$ cat src/rtl/core/prime_sum_upto_top_macros.svh
// assertion macros used by the datapath
`ifndef PRIME_SUM_UPTO_TOP_MACROS_SVH
`define PRIME_SUM_UPTO_TOP_MACROS_SVH

// condition holds in the same cycle as the trigger
`define PSU_ASSERT_NOW(lbl, clk, rst_n, pre, post) \
  lbl: assert property (@(posedge clk) disable iff (!rst_n) (pre) |-> (post)) \
    else $error("psu assertion failed");

// condition holds in the cycle after the trigger
`define PSU_ASSERT_NEXT(lbl, clk, rst_n, pre, post) \
  lbl: assert property (@(posedge clk) disable iff (!rst_n) (pre) |=> (post)) \
    else $error("psu assertion failed");

`endif

$ cat src/rtl/core/psu_pkg.sv
package psu_pkg;

  // width of the result field
  localparam int SUM_BITS = 28;

  // first candidate of the sieve
  localparam int FIRST_PRIME = 2;

  // controller states
  typedef enum logic [2:0] {
    ST_IDLE,
    ST_CLEAR,
    ST_READ,
    ST_CHECK,
    ST_MARK,
    ST_FIN
  } state_t;

  // commands from controller to datapath
  typedef struct packed {
    logic load;
    logic clr_wr;
    logic i_init;
    logic i_step;
    logic add_sum;
    logic k_init;
    logic mark_wr;
    logic out_load;
  } cmd_t;

  // status from datapath to controller
  typedef struct packed {
    logic clr_last;
    logic n_lt2;
    logic is_comp;
    logic sq_le_n;
    logic i_last;
    logic k_last;
    logic out_busy;
  } stat_t;

endpackage

$ cat src/rtl/core/psu_ctrl.sv
module psu_ctrl (
  input  logic           clk,
  input  logic           rst_n,
  input  logic           in_valid,
  output logic           in_ready,
  input  psu_pkg::stat_t stat,
  output psu_pkg::cmd_t  cmd
);
  import psu_pkg::*;

  state_t state_r;
  state_t state_nxt;

  // state register
  always_ff @(posedge clk) begin
    if (!rst_n) begin
      state_r <= ST_IDLE;
    end else begin
      state_r <= state_nxt;
    end
  end

  // next state
  always_comb begin
    state_nxt = state_r;
    case (state_r)
      ST_IDLE: begin
        if (in_valid) state_nxt = ST_CLEAR;
      end
      ST_CLEAR: begin
        if (stat.clr_last) state_nxt = stat.n_lt2 ? ST_FIN : ST_READ;
      end
      ST_READ: begin
        state_nxt = ST_CHECK;
      end
      ST_CHECK: begin
        if (!stat.is_comp && stat.sq_le_n) state_nxt = ST_MARK;
        else if (stat.i_last)              state_nxt = ST_FIN;
        else                               state_nxt = ST_READ;
      end
      ST_MARK: begin
        if (stat.k_last) state_nxt = stat.i_last ? ST_FIN : ST_READ;
      end
      ST_FIN: begin
        if (!stat.out_busy) state_nxt = ST_IDLE;
      end
      default: state_nxt = ST_IDLE;
    endcase
  end

  // command outputs
  always_comb begin
    cmd      = '0;
    in_ready = 1'b0;
    case (state_r)
      ST_IDLE: begin
        in_ready = 1'b1;
        cmd.load = in_valid;
      end
      ST_CLEAR: begin
        cmd.clr_wr = 1'b1;
        cmd.i_init = stat.clr_last;
      end
      ST_READ: begin
        cmd = '0;
      end
      ST_CHECK: begin
        cmd.add_sum = !stat.is_comp;
        cmd.k_init  = !stat.is_comp && stat.sq_le_n;
        cmd.i_step  = (stat.is_comp || !stat.sq_le_n) && !stat.i_last;
      end
      ST_MARK: begin
        cmd.mark_wr = 1'b1;
        cmd.i_step  = stat.k_last && !stat.i_last;
      end
      ST_FIN: begin
        cmd.out_load = !stat.out_busy;
      end
      default: begin
        cmd = '0;
      end
    endcase
  end

endmodule

$ cat config.mk
export PLATFORM = sky130hd
export DESIGN_NAME = psu_ctrl
export DESIGN_NICKNAME = d
export VERILOG_FILES = /design/src/rtl/core/prime_sum_upto_top_macros.svh /design/src/rtl/core/psu_pkg.sv /design/src/rtl/core/psu_ctrl.sv
export SDC_FILE = /design/constraint.sdc
export NUM_CORES = 1
export LEC_CHECK = 0
export BUFFER_PORTS_ARGS = -buffer_cell sky130_fd_sc_hd__buf_2
export CAP_MARGIN = 10
export CORE_AREA = 2 2 39 41
export CTS_CLUSTER_DIAMETER = 100
export CTS_CLUSTER_SIZE = 24
export DETAILED_ROUTE_END_ITERATION = 10
export DIE_AREA = 0 0 41 43
export GPL_ROUTABILITY_DRIVEN = 0
export GPL_TIMING_DRIVEN = 1
export PLACE_DENSITY = 0.64
export SKIP_LAST_GASP = 1
export SYNTH_ARGS = -nofsm -noshare
export SYNTH_HDL_FRONTEND = slang
export SYNTH_SLANG_ARGS = --single-unit
$ cat constraint.sdc
create_clock -name clk -period 3.65 [get_ports clk]
set_input_delay 1.095 -clock clk [delete_from_list [all_inputs] [get_ports clk]]
set_output_delay 1.095 -clock clk [all_outputs]
set_load 0.02 [all_outputs]
==> results.json <==
{
  "critical_path_class": "input pin to primary output",
  "antenna_left": 0,
  "use_met1_pct": 16.3,
  "cp-end-kind": "primary output",
  "cp_max_fo": 4,
  "synthCells": 50,
  "cts_root_buffer": "clkbuf_4",
  "p_per_area_mw_per_mm2": 428,
  "clock_skew_ns": 0.00435,
  "cts_hold_buf": 0,
  "ys_top_cells_by_area": "dfxtp_1 (15%), buf_6 (8.3%), a2111oi_4 (6.7%), nor2b_1 (6.1%), nor3b_2 (6.1%)",
  "drt_iter0_drc": 11,
  "rows": 14,
  "rsz0062_at_grt": "false",
  "drv_cap": 0,
  "endpoint": "cmd[4]",
  "ys_types": 28,
  "die_h_um": 43,
  "worstPathArrival_ns": 1.75,
  "post-cts-setup-buffers": 0,
  "r2r_setup_slack_ns": 2.17,
  "synth.top_cell.area_share_pct": 14.7,
  "reg_top3": "state_r (3)",
  "initial_core_util_pct": 29.5,
  "power.total_mw": 0.219,
  "slowest_stage": "nand2b_1",
  "via_per_inst": 5.09,
  "clock_latency_ns": 0.23,
  "syn_avg_cell_area_um2": 8.16,
  "reg2regPathDepth": 4,
  "fin_crit_sh_pct": 77.9,
  "antenna_found_initial": 0,
  "holdWs_ns": 0.815,
  "tightest_slew_ns": 0.556,
  "layout_commonest_cell": "buf_2",
  "worst_setup_path_start_kind": "input pin",
  "dr_total_vias": 433,
  "post_cts_resized": 0,
  "ys_warn_count": 0,
  "synth_fp_nets": 60,
  "netlist_area_um2": 408,
  "cts_buffer_depth": 2,
  "grt_pass1_vias": 399,
  "dp_hpwl_um": 748,
  "hold_class": "flip-flop to flip-flop",
  "dp.cells": 81,
  "final_cell_mix": "buf_2 (18), nor2_1 (6), nor2b_1 (4)",
  "grt_max_degree": 15,
  "final.fill_count": 139,
  "grt_use_met2_pct": 17.2,
  "synth_top_area_cell": "dfxtp_1",
  "hold_viol_final": 0,
  "nets": 80,
  "overflow": 0,
  "min_period_ns": 2.84,
  "yosysSeqAreaShare_pct": 14.7,
  "ioPinCount": 19,
  "grt_pass1_wl_mm": 1.52,
  "status": "complete, no violations",
  "timing.rr.end": "state_r[0]$_SDFFE_PN0P_",
  "syn_to_final_growth_pct": 25.2,
  "cts_buffers": 3,
  "cp_cell_sequence": "buf_2 -> nand2b_1 -> a22oi_1 -> nor2_1 -> buf_2",
  "cts_sinks": 3,
  "core-area_mm2": 0.00138,
  "drt_first_pass_iters": 4,
  "required_ns": 2.55,
  "globalRouteMet3Util_pct": 3.14,
  "top_register": "state_r",
  "finalWirelength_um": 970,
  "drcViolationCount": 0,
  "worstReg2RegStart": "state_r[0]$_SDFFE_PN0P_",
  "final.setup.tns_ns": 0,
  "relSlewSlack_pct": 62.9,
  "cp-startpoint": "stat[4]",
  "setup_viol": 0,
  "drive_gt1_share_pct": 43.5,
  "io_buffers": 18,
  "critPathMaxStageDelay_ns": 0.18,
  "busiest_layer": "met2",
  "fmax_ghz": 0.352,
  "cts.reportedPaths.clkPinSlew_ns": 0.04,
  "diodes": 0,
  "ir_worst_vdd_mv": 0.219,
  "dieArea_mm2": 0.00176,
  "largest_reg_flops": 3,
  "tritoncts": "yes",
  "grt_usage_pct": 12.6,
  "ys_ff_latch": 3,
  "die_w_um": 41,
  "h-tree-depth": 1,
  "crit_top_cell": "buf_2",
  "wl_per_cell_um": 11.4,
  "slew_viol_final": 0,
  "cellLeakagePower_nw": 0.225,
  "fin_cells": 85
}
-- layer usage --
metal  up-vias  wire (um)
met5         -          0
li1        217          -
met1       193        453
met4         0          0
met2        23        438
met3         0         78
-- cell type report --
class	count	area, um2	area share [%]
clock buffer	4	26.3	5.15
inverter	4	15.0	2.94
multi-input combinational	40	299	58.6
sequential	3	60.1	11.8
tap	16	20.0	3.92
timing repair buffer	18	90.1	17.6
-- critical path: cells and delay by family --
| family | cells | cell delay, ns |
|---|---|---|
| AND/OR/NAND/NOR | 2 | 0.24 |
| AO/OA/AOI/OAI | 1 | 0.16 |
| buffers and inverters | 2 | 0.26 |
-- worst min-delay path by stage --
stage                                  from  slack, ns  depth (start not counted)                 endpoint
finish              state_r[2]$_SDFFE_PN0P_       0.82                          2  state_r[0]$_SDFFE_PN0P_
floorplan           state_r[2]$_SDFFE_PN0P_       0.69                          3  state_r[1]$_SDFFE_PN0P_
detailed placement  state_r[2]$_SDFFE_PN0P_       0.80                          2  state_r[0]$_SDFFE_PN0P_
global route        state_r[2]$_SDFFE_PN0P_       0.82                          2  state_r[0]$_SDFFE_PN0P_
CTS                 state_r[2]$_SDFFE_PN0P_       0.81                          2  state_r[0]$_SDFFE_PN0P_
global placement    state_r[2]$_SDFFE_PN0P_       0.80                          2  state_r[0]$_SDFFE_PN0P_
-- per-stage QoR --
| stage | area (um2) | util, % | worst slack (ns) |
|---|---|---|---|
| after floorplan | 408 | - | 0.948 |
| after global placement | 484 | 35.0 | 0.815 |
| after detailed placement | 484 | 35.0 | 0.801 |
| after CTS | 510 | 36.9 | 0.801 |
| after global routing | 510 | 36.9 | 0.722 |
| final | 510 | 36.9 | 0.806 |
-- report_power, final --
group          switching [mW]  internal (mW)
Combinational          0.0551         0.0484
Sequential             0.0197         0.0381
Clock                  0.0164         0.0409
-- Yosys cell counts --
library cell,count
a2111oi_4,1
a21oi_1,3
a21oi_2,1
a22oi_1,2
a2bb2oi_1,1
a32oi_1,1
and2_1,1
and3_1,1
and3b_1,1
buf_6,3
dfxtp_1,3
inv_1,2
inv_2,2
nand2_1,1
nand2b_1,2
nand3_1,2
nor2_1,6
nor2_2,1
nor2b_1,4
nor3_1,2
nor3b_2,2
nor4_2,1
o21a_1,1
o21ai_1,2
o21bai_1,1
o221a_1,1
o32a_4,1
or2b_1,1
-- cells by family after synthesis --
| group | count (synthesis) | synth area share [%] |
|---|---|---|
| buffers and inverters | 7 | 12.0 |
| AOI/OAI and AO/OA | 15 | 35.0 |
| DFF | 3 | 14.7 |
| and+or+nand+nor | 25 | 38.3 |
Note: power is estimated with default switching activity, not from simulation.
